--- src/hw/rtl/pdfm_pkg.sv ---
// Package for the PWM duty/frequency meter: item types, register map,
// controller states and the shared restoring-divider step.
// No dependencies.
package pdfm_pkg;

   localparam int FREQ_W     = 27;
   localparam int CNT_W      = 16;
   localparam int DUTY_W     = 7;
   localparam int RELOAD_W   = 17;
   localparam int CSR_DATA_W = 32;
   localparam int CSR_ADDR_W = 4;

   localparam int DIV_STEPS = FREQ_W;
   localparam int DIV_CNT_W = $clog2(DIV_STEPS);

   localparam logic [DUTY_W-1:0]   DUTY_FULL     = DUTY_W'(100);
   localparam logic [RELOAD_W-1:0] RELOAD_MARGIN = RELOAD_W'(1000);

   localparam logic [FREQ_W-1:0] TIMER_CLOCK_RESET = FREQ_W'(1000000);
   localparam logic [FREQ_W-1:0] FREQ_LOW_RESET    = FREQ_W'(1);
   localparam logic [FREQ_W-1:0] FREQ_HIGH_RESET   = FREQ_W'(100000);

   localparam logic [1:0] REG_TIMER_CLOCK = 2'd0;
   localparam logic [1:0] REG_FREQ_LOW    = 2'd1;
   localparam logic [1:0] REG_FREQ_HIGH   = 2'd2;

   localparam logic KIND_CAPTURE  = 1'b0;
   localparam logic KIND_OVERFLOW = 1'b1;

   typedef struct packed {
      logic             kind;
      logic             channel;
      logic [CNT_W-1:0] period_count;
      logic [CNT_W-1:0] high_count;
      logic             pin_level;
   } pdfm_req_type;

   typedef struct packed {
      logic                channel_out;
      logic [DUTY_W-1:0]   duty_percent;
      logic [FREQ_W-1:0]   frequency_hz;
      logic                reload_update;
      logic [RELOAD_W-1:0] reload_value;
   } pdfm_rsp_type;

   typedef struct packed {
      logic [FREQ_W-1:0] timer_clock_hz;
      logic [FREQ_W-1:0] freq_low_hz;
      logic [FREQ_W-1:0] freq_high_hz;
   } pdfm_cfg_type;

   typedef struct packed {
      logic capture;
      logic load;
      logic step;
      logic commit;
   } pdfm_cmd_type;

   typedef enum logic [1:0] {
      ST_IDLE,
      ST_LOAD,
      ST_DIV,
      ST_EVAL
   } pdfm_state_type;

   typedef struct packed {
      logic [CNT_W-1:0]  rem;
      logic [FREQ_W-1:0] quo;
   } pdfm_div_type;

   // One restoring step: dividend bits shift out of quo, quotient bits shift in.
   function automatic pdfm_div_type div_step(input pdfm_div_type cur,
                                             input logic [CNT_W-1:0] divisor);
      logic [CNT_W:0] trial;
      pdfm_div_type   nxt;
      trial = {cur.rem, cur.quo[FREQ_W-1]};
      if (trial >= {1'b0, divisor}) begin
         nxt.rem = CNT_W'(trial - {1'b0, divisor});
         nxt.quo = {cur.quo[FREQ_W-2:0], 1'b1};
      end else begin
         nxt.rem = trial[CNT_W-1:0];
         nxt.quo = {cur.quo[FREQ_W-2:0], 1'b0};
      end
      return nxt;
   endfunction

endpackage

--- src/hw/rtl/pwm_input_duty_freq_meter_core.sv ---
// Top level of the PWM input duty and frequency meter.
// Depends on pdfm_pkg, pdfm_regs, pdfm_ctrl, pdfm_dpath.
//
//   channel   ports                               direction  payload
//   request   req_valid / req_stall / req_item    in         pdfm_req_type
//   response  rsp_valid / rsp_stall / rsp_item    out        pdfm_rsp_type
//   config    psel penable pwrite paddr pwdata    in/out     three 27-bit registers
//
// After the accepting edge an item goes through operand load, 27 steps of the
// two restoring dividers (frequency and duty run side by side), and the
// evaluation state that forms the result. An item is taken only while the block
// is idle, so no new item is taken before the last one is committed. The next is
// accepted while the previous result still waits in the output register.
// Synchronous active-high reset; a stalled result holds until taken.
module pwm_input_duty_freq_meter_core (
   input  logic                            clock,
   input  logic                            reset,
   input  logic                            req_valid,
   output logic                            req_stall,
   input  pdfm_pkg::pdfm_req_type          req_item,
   output logic                            rsp_valid,
   input  logic                            rsp_stall,
   output pdfm_pkg::pdfm_rsp_type          rsp_item,
   input  logic                            psel,
   input  logic                            penable,
   input  logic                            pwrite,
   input  logic [pdfm_pkg::CSR_ADDR_W-1:0] paddr,
   input  logic [pdfm_pkg::CSR_DATA_W-1:0] pwdata,
   output logic [pdfm_pkg::CSR_DATA_W-1:0] prdata,
   output logic                            pready
);
   import pdfm_pkg::*;

   pdfm_cfg_type cfg;
   pdfm_cmd_type cmd;

   pdfm_regs u_regs (
      .clock   (clock),
      .reset   (reset),
      .psel    (psel),
      .penable (penable),
      .pwrite  (pwrite),
      .paddr   (paddr),
      .pwdata  (pwdata),
      .prdata  (prdata),
      .pready  (pready),
      .cfg     (cfg)
   );

   pdfm_ctrl u_ctrl (
      .clock     (clock),
      .reset     (reset),
      .req_valid (req_valid),
      .req_stall (req_stall),
      .rsp_valid (rsp_valid),
      .rsp_stall (rsp_stall),
      .cmd       (cmd)
   );

   pdfm_dpath u_dpath (
      .clock    (clock),
      .reset    (reset),
      .cmd      (cmd),
      .cfg      (cfg),
      .req_item (req_item),
      .rsp_item (rsp_item)
   );

   a_one_in_flight: assert property (@(posedge clock) disable iff (reset)
      req_valid && !req_stall |=> req_stall)
      else $error("item accepted while another is in work");

   a_duty_range: assert property (@(posedge clock) disable iff (reset)
      rsp_valid |-> rsp_item.duty_percent <= DUTY_FULL)
      else $error("duty above full scale");

   a_reload_once: assert property (@(posedge clock) disable iff (reset)
      rsp_valid && !rsp_stall && rsp_item.reload_update
      |=> !(rsp_valid && rsp_item.reload_update))
      else $error("reload issued twice");

   a_reload_margin: assert property (@(posedge clock) disable iff (reset)
      rsp_valid && rsp_item.reload_update |-> rsp_item.reload_value >= RELOAD_MARGIN)
      else $error("reload value below margin");

endmodule

--- src/hw/rtl/pdfm_regs.sv ---
// Configuration registers of the PWM meter behind an APB-style port.
// Depends on pdfm_pkg.
module pdfm_regs (
   input  logic                           clock,
   input  logic                           reset,
   input  logic                           psel,
   input  logic                           penable,
   input  logic                           pwrite,
   input  logic [pdfm_pkg::CSR_ADDR_W-1:0] paddr,
   input  logic [pdfm_pkg::CSR_DATA_W-1:0] pwdata,
   output logic [pdfm_pkg::CSR_DATA_W-1:0] prdata,
   output logic                           pready,
   output pdfm_pkg::pdfm_cfg_type         cfg
);
   import pdfm_pkg::*;

   pdfm_cfg_type cfg_ff, cfg_in;
   logic [1:0]   index;
   logic         wr_en;

   assign index  = paddr[CSR_ADDR_W-1:2];
   assign wr_en  = psel & penable & pwrite;
   assign pready = 1'b1;
   assign cfg    = cfg_ff;

   always_comb begin
      cfg_in = cfg_ff;
      if (wr_en) begin
         case (index)
            REG_TIMER_CLOCK: cfg_in.timer_clock_hz = pwdata[FREQ_W-1:0];
            REG_FREQ_LOW:    cfg_in.freq_low_hz    = pwdata[FREQ_W-1:0];
            REG_FREQ_HIGH:   cfg_in.freq_high_hz   = pwdata[FREQ_W-1:0];
            default:         cfg_in = cfg_ff;
         endcase
      end
   end

   always_comb begin
      case (index)
         REG_TIMER_CLOCK: prdata = CSR_DATA_W'(cfg_ff.timer_clock_hz);
         REG_FREQ_LOW:    prdata = CSR_DATA_W'(cfg_ff.freq_low_hz);
         REG_FREQ_HIGH:   prdata = CSR_DATA_W'(cfg_ff.freq_high_hz);
         default:         prdata = '0;
      endcase
   end

   always_ff @(posedge clock) begin
      if (reset) begin
         cfg_ff.timer_clock_hz <= TIMER_CLOCK_RESET;
         cfg_ff.freq_low_hz    <= FREQ_LOW_RESET;
         cfg_ff.freq_high_hz   <= FREQ_HIGH_RESET;
      end else begin
         cfg_ff <= cfg_in;
      end
   end

endmodule

--- src/hw/rtl/pdfm_ctrl.sv ---
// Sequencer of the PWM meter: item handshake, divider step count,
// result valid. Depends on pdfm_pkg.
module pdfm_ctrl (
   input  logic                   clock,
   input  logic                   reset,
   input  logic                   req_valid,
   output logic                   req_stall,
   output logic                   rsp_valid,
   input  logic                   rsp_stall,
   output pdfm_pkg::pdfm_cmd_type cmd
);
   import pdfm_pkg::*;

   pdfm_state_type         state_ff, state_in;
   logic [DIV_CNT_W-1:0]   count_ff, count_in;
   logic                   rsp_valid_ff, rsp_valid_in;
   logic                   out_free;

   assign out_free  = ~(rsp_valid_ff & rsp_stall);
   assign rsp_valid = rsp_valid_ff;

   always_comb begin
      state_in  = state_ff;
      count_in  = count_ff;
      cmd       = '0;
      req_stall = 1'b1;
      case (state_ff)
         ST_IDLE: begin
            req_stall = 1'b0;
            if (req_valid) begin
               cmd.capture = 1'b1;
               state_in    = ST_LOAD;
            end
         end
         ST_LOAD: begin
            cmd.load = 1'b1;
            count_in = '0;
            state_in = ST_DIV;
         end
         ST_DIV: begin
            cmd.step = 1'b1;
            count_in = count_ff + DIV_CNT_W'(1);
            if (count_ff == DIV_CNT_W'(DIV_STEPS - 1)) begin
               state_in = ST_EVAL;
            end
         end
         ST_EVAL: begin
            if (out_free) begin
               cmd.commit = 1'b1;
               state_in   = ST_IDLE;
            end
         end
         default: state_in = ST_IDLE;
      endcase
   end

   assign rsp_valid_in = cmd.commit | ~out_free;

   always_ff @(posedge clock) begin
      if (reset) begin
         state_ff     <= ST_IDLE;
         count_ff     <= '0;
         rsp_valid_ff <= 1'b0;
      end else begin
         state_ff     <= state_in;
         count_ff     <= count_in;
         rsp_valid_ff <= rsp_valid_in;
      end
   end

endmodule

--- src/hw/rtl/pdfm_dpath.sv ---
// Datapath of the PWM meter: item register, two restoring dividers,
// learning state and result register. Depends on pdfm_pkg.
module pdfm_dpath (
   input  logic                   clock,
   input  logic                   reset,
   input  pdfm_pkg::pdfm_cmd_type cmd,
   input  pdfm_pkg::pdfm_cfg_type cfg,
   input  pdfm_pkg::pdfm_req_type req_item,
   output pdfm_pkg::pdfm_rsp_type rsp_item
);
   import pdfm_pkg::*;

   pdfm_req_type      item_ff, item_in;
   pdfm_div_type      freq_div_ff, freq_div_in;
   pdfm_div_type      duty_div_ff, duty_div_in;
   pdfm_rsp_type      rsp_ff, rsp_in;
   logic              learned_ff, learned_in;
   logic [FREQ_W-1:0] last_freq_ff, last_freq_in;

   logic [CNT_W:0]    high_adj;
   logic [23:0]       duty_num;
   logic              in_band;
   logic              period_zero;

   assign rsp_item    = rsp_ff;
   assign period_zero = (item_ff.period_count == '0);
   assign high_adj    = {1'b0, item_ff.high_count} + (CNT_W+1)'(item_ff.channel);
   assign duty_num    = 24'(high_adj) * 24'(DUTY_FULL);
   assign in_band     = (freq_div_ff.quo >= cfg.freq_low_hz) &&
                        (freq_div_ff.quo <= cfg.freq_high_hz);

   always_comb begin
      item_in      = item_ff;
      freq_div_in  = freq_div_ff;
      duty_div_in  = duty_div_ff;
      rsp_in       = rsp_ff;
      learned_in   = learned_ff;
      last_freq_in = last_freq_ff;

      if (cmd.capture) begin
         item_in = req_item;
      end
      if (cmd.load) begin
         freq_div_in.rem = '0;
         freq_div_in.quo = cfg.timer_clock_hz;
         duty_div_in.rem = '0;
         duty_div_in.quo = FREQ_W'(duty_num);
      end
      if (cmd.step) begin
         freq_div_in = div_step(freq_div_ff, item_ff.period_count);
         duty_div_in = div_step(duty_div_ff, item_ff.period_count);
      end
      if (cmd.commit) begin
         rsp_in               = '0;
         rsp_in.channel_out   = item_ff.channel;
         if (item_ff.kind == KIND_OVERFLOW) begin
            rsp_in.duty_percent = item_ff.pin_level ? DUTY_FULL : '0;
         end else if (!period_zero) begin
            rsp_in.duty_percent = (duty_div_ff.quo > FREQ_W'(DUTY_FULL)) ?
                                  DUTY_FULL : duty_div_ff.quo[DUTY_W-1:0];
            rsp_in.frequency_hz = freq_div_ff.quo;
            if (in_band) begin
               if (!learned_ff && (last_freq_ff == freq_div_ff.quo)) begin
                  rsp_in.reload_update = 1'b1;
                  rsp_in.reload_value  = RELOAD_W'(item_ff.period_count) + RELOAD_MARGIN;
                  learned_in           = 1'b1;
               end
               last_freq_in = freq_div_ff.quo;
            end
         end
      end
   end

   always_ff @(posedge clock) begin
      item_ff     <= item_in;
      freq_div_ff <= freq_div_in;
      duty_div_ff <= duty_div_in;
      rsp_ff      <= rsp_in;
      if (reset) begin
         learned_ff   <= 1'b0;
         last_freq_ff <= '0;
      end else begin
         learned_ff   <= learned_in;
         last_freq_ff <= last_freq_in;
      end
   end

endmodule

--- config.mk ---
export PLATFORM = sky130hd
export DESIGN_NAME = pwm_input_duty_freq_meter_core
export DESIGN_NICKNAME = d
export VERILOG_FILES = /design/src/hw/rtl/pdfm_pkg.sv /design/src/hw/rtl/pwm_input_duty_freq_meter_core.sv /design/src/hw/rtl/pdfm_regs.sv /design/src/hw/rtl/pdfm_ctrl.sv /design/src/hw/rtl/pdfm_dpath.sv
export SDC_FILE = /design/constraint.sdc
export NUM_CORES = 1
export LEC_CHECK = 0
export ABC_AREA = 1
export CELL_PAD_IN_SITES_DETAIL_PLACEMENT = 1
export CELL_PAD_IN_SITES_GLOBAL_PLACEMENT = 2
export CORE_ASPECT_RATIO = 1.5
export CORE_UTILIZATION = 26
export DETAILED_ROUTE_END_ITERATION = 7
export DONT_BUFFER_PORTS = 1
export GPL_TIMING_DRIVEN = 0
export HOLD_SLACK_MARGIN = 0.05
export PLACE_DENSITY = 0.62
export SLEW_MARGIN = 20
export SYNTH_ARGS = -nofsm -noshare
export SYNTH_HDL_FRONTEND = slang
export SYNTH_SLANG_ARGS = --single-unit
export TNS_END_PERCENT = 1
--- constraint.sdc ---
create_clock -name clock -period 11.8 [get_ports clock]
set_clock_uncertainty 0.1 [all_clocks]
set_input_delay 1.18 -clock clock [delete_from_list [all_inputs] [get_ports clock]]
set_output_delay 1.18 -clock clock [all_outputs]
set_load 0.005 [all_outputs]
==> impl_results.md <==
* Status: complete, no violations
* Sequential area share after synthesis at 43.12%
* Multi-input gate area at 0.008393 mm^2
* Fin area at 0.01997 mm^2
* Num rows at 116
* Syn Area/Cell at 8.189 um^2
* Post-synthesis compound-gate area fraction at 11.70%
* Initial drt markers at 610
* Worst slew pin tran at 0.8531 ns
* Vias in the first global route at 15570
* Dominant cell type by area after synthesis: edfxtp_1
* Hold-fix buffers at CTS at 0
* Synth cell types at 50
* Mapped cell area at 0.01755 mm^2
* Worst min path class: reg2reg
* Initial antenna violation count at 0
* Crit-path max FO at 6
* Layout area overhead at 13.78%
* Slew margin rel. at 43.13%
* Crit share post-route at 39.75%
* Post-synth top flop: edfxtp_1
* Final Setup Violations at 0
* Largest net degree at the start of global routing at 39
* Final Net Count at 2432
* DRC viols at 0
* Final Util at 29.90%
* Vias/cell at 4.693
* Yosys reg bits at 291
* Synth top cells by count: nand2_1, inv_1, nor2_1, edfxtp_1, o21ai_0
* GRT overflow at 0
* Largest family of logic cells by synthesized area: simple AND/OR/NAND/NOR gates
* CORE AREA at 0.06676 mm^2
* FF/Latch Area at 0.007567 mm^2
* Drt first pass iters at 4
* Multiplexer area fraction after synthesis at 0%
* Simple-Gate Fraction of Synth Area at 20.87%
* Detail Placement HPWL at 49.90 mm
* Gate count after technology mapping at 2143
* WP data required at 12.02 ns
* Slowest stage cell, crit path: fa_1
* Ratio of cells with drive above 1 in the final layout at 6.005%
* Adder-cell share of the synthesized area at 12.32%
* GRT Resource Usage Total at 18.46%
* Share of flip-flops with an asynchronous set or reset at 0%
* GP Congestion at 0.8300
* CP Cell Sequence: ha_1 -> ha_1 -> nand3_1 -> nor2_1 -> nand2_1 -> nor2_1 -> inv_1 -> o21ai_0 -> nand2_1 -> inv_1 -> ha_1 -> ha_1 -> inv_1 -> fa_1 -> inv_1 -> ha_1 -> nand2_1 -> nor2_1 -> nand2_1 -> o21ai_0 -> o21ai_0 -> a21oi_1 -> nor2_1
* Setup TNS at 0 ns
* WS Path Type: reg2reg
* WP data arrival at 4.91 ns
* Tmin final at 4.690 ns
* Delay of the slowest cell on the worst path at 0.52 ns
* Clk sinks at 291
* Top cell type's share of synthesized area at 29.78%
* FMAX at 0.2132 GHz
* Root Buffer: clkbuf_16
* Most numerous cell in the Yosys netlist: nand2_1
* Buffers inserted by post-CTS timing repair at 0
* Total wire length at 63.32 mm
* Largest cells by area after synthesis: edfxtp_1, dfxtp_1, ha_1
* Placed instance area at 0.01878 mm^2
* Static Leak at 8.541 nW
* Xor and xnor fraction of the mapped netlist area at 2.738%
* Synth Warn # at 0
* Peak VDD IR at 117.2 uV
* Startpoint types: flop
* Initial core utilization at 26.28%
* Die area at 0.06856 mm^2
* Diode count at 0
* Crit end category: flop
* Die Height at 320.2 um
* Unrepaired setup endpoints after global routing: false
* Slew Viols, Final at 0
* Clk slew on worst S/H paths at 0.06 ns
* Htree depth at 2
* IO Pins at 166
* Via count at 14549
* Cts repair resizes at 0
* Critical path's most frequent cell: ha_1
* Max cap viols at 0
* First-pass GRT wire length at 95.55 mm
* Post-synth EDFFs at 174
* Filler cells at 8011
* CTS tree: done
* Clk Latency, worst-skew pair at 0.57 ns
* Port bufs at 0
* DRT antenna net count at 0
* Cts bufs inserted at 36
* CTS max path bufs at 3
* Avg WL per Cell at 20.42 um
* Pwr Density at 270.4 mW/mm^2
* Hold Fails Final Rpt at 0
* Chip width at 214.1 um
* Pre-CTS setup slack at 7.018 ns
* Final Worst Setup Slack at 7.110 ns
==> logic make-up (layout without fill, tap and decap cells) <==
logic type | Yosys count | count (layout)
XOR/XNOR | 54 | 54
other | 2 | 6
AND/OR/NAND/NOR | 865 | 865
buffers and inverters | 398 | 466
flip-flops | 291 | 291
adder cells (fa/ha/maj) | 165 | 165
AO/OA/AOI/OAI | 368 | 368
==> cells in the final DEF, fill, tap and decap left out, types with 26 or more instances in the layout <==
cell type    n
clkbuf_1    48
edfxtp_1   174
clkbuf_16   38
nand3_1     59
inv_1      320
nand4_1     50
nor2_1     242
a21oi_1    132
dfxtp_1    117
o221ai_1    26
o21ai_0    160
ha_1       151
nand2_1    449
xor2_1      36
==> where the power goes <==
part | internal (mW) | leakage (nW) | switching [mW]
clock network | 0.658 | 0.573 | 0.481
logic | 0.884 | 5.36 | 1.71
registers | 1.45 | 2.61 | 0.210
total | 2.99 | 8.54 | 2.40
==> critical path: cells and delay by family, from the launching register on <==
kind,cells,cell delay [ns]
DFF,1,0.37
adders and majority gates,6,1.82
buffers and inverters,4,0.25
AOI/OAI and AO/OA,4,0.73
and+or+nand+nor,9,1.16
==> metrics by stage <==
stage | hold WS [ns] | power (mW) | instances
3_5_place_dp | 0.3798 | 4.344 | 3036
4_1_cts | 0.3889 | 5.525 | 3100
5_1_grt | 0.3893 | 5.875 | 3100
2_1_floorplan | 0.3237 | 3.430 | 2147
6_report | 0.3855 | 5.399 | 3100
3_3_place_gp | 0.3629 | 4.288 | 3032
==> registers in the layout, summed over array words and instances, names as in the netlist <==
register and count:
u_ctrl.rsp_valid 1, u_dpath.rsp_item 53, u_dpath.freq_div_ff 43, u_dpath.learned_ff 1, u_dpath.duty_div_ff 43, u_dpath.item_ff 35, u_ctrl.count_ff 5, u_dpath.last_freq_ff 27
u_regs.cfg 81, u_ctrl.state_ff 2
==> path summary, 6_finish.rpt <==
path	from	end	slack [ns]	cells after the start
max	u_dpath.item_ff[33]	u_dpath.duty_div_ff[19]	7.11	23
min	u_dpath.learned_ff	u_dpath.learned_ff	0.39	2
max reg2reg	u_dpath.item_ff[33]	u_dpath.duty_div_ff[19]	7.11	23
min reg2reg	u_dpath.learned_ff	u_dpath.learned_ff	0.39	2
==> area by class of cell <==
cell class / instances / share of cell area, %
Buffer: 72 / 1.962
Clock buffer: 47 / 5.133
Clock inverter: 17 / 0.8022
Inverter: 326 / 6.142
Multi-Input combinational cell: 1458 / 42.04
Sequential cell: 291 / 37.90
Tap cell: 885 / 5.546
Timing Repair Buffer: 4 / 0.4763
==> metal layers <==
layer  up-vias  track usage, %  part of all wire (%)
li1       7140               -                     -
met1      7048           19.58                    39
met2       265           35.52                    53
met3        96           3.073                   3.6
met4         0           7.794                   4.2
met5         -               0                     0
Note: power is estimated with default switching activity, not from simulation.
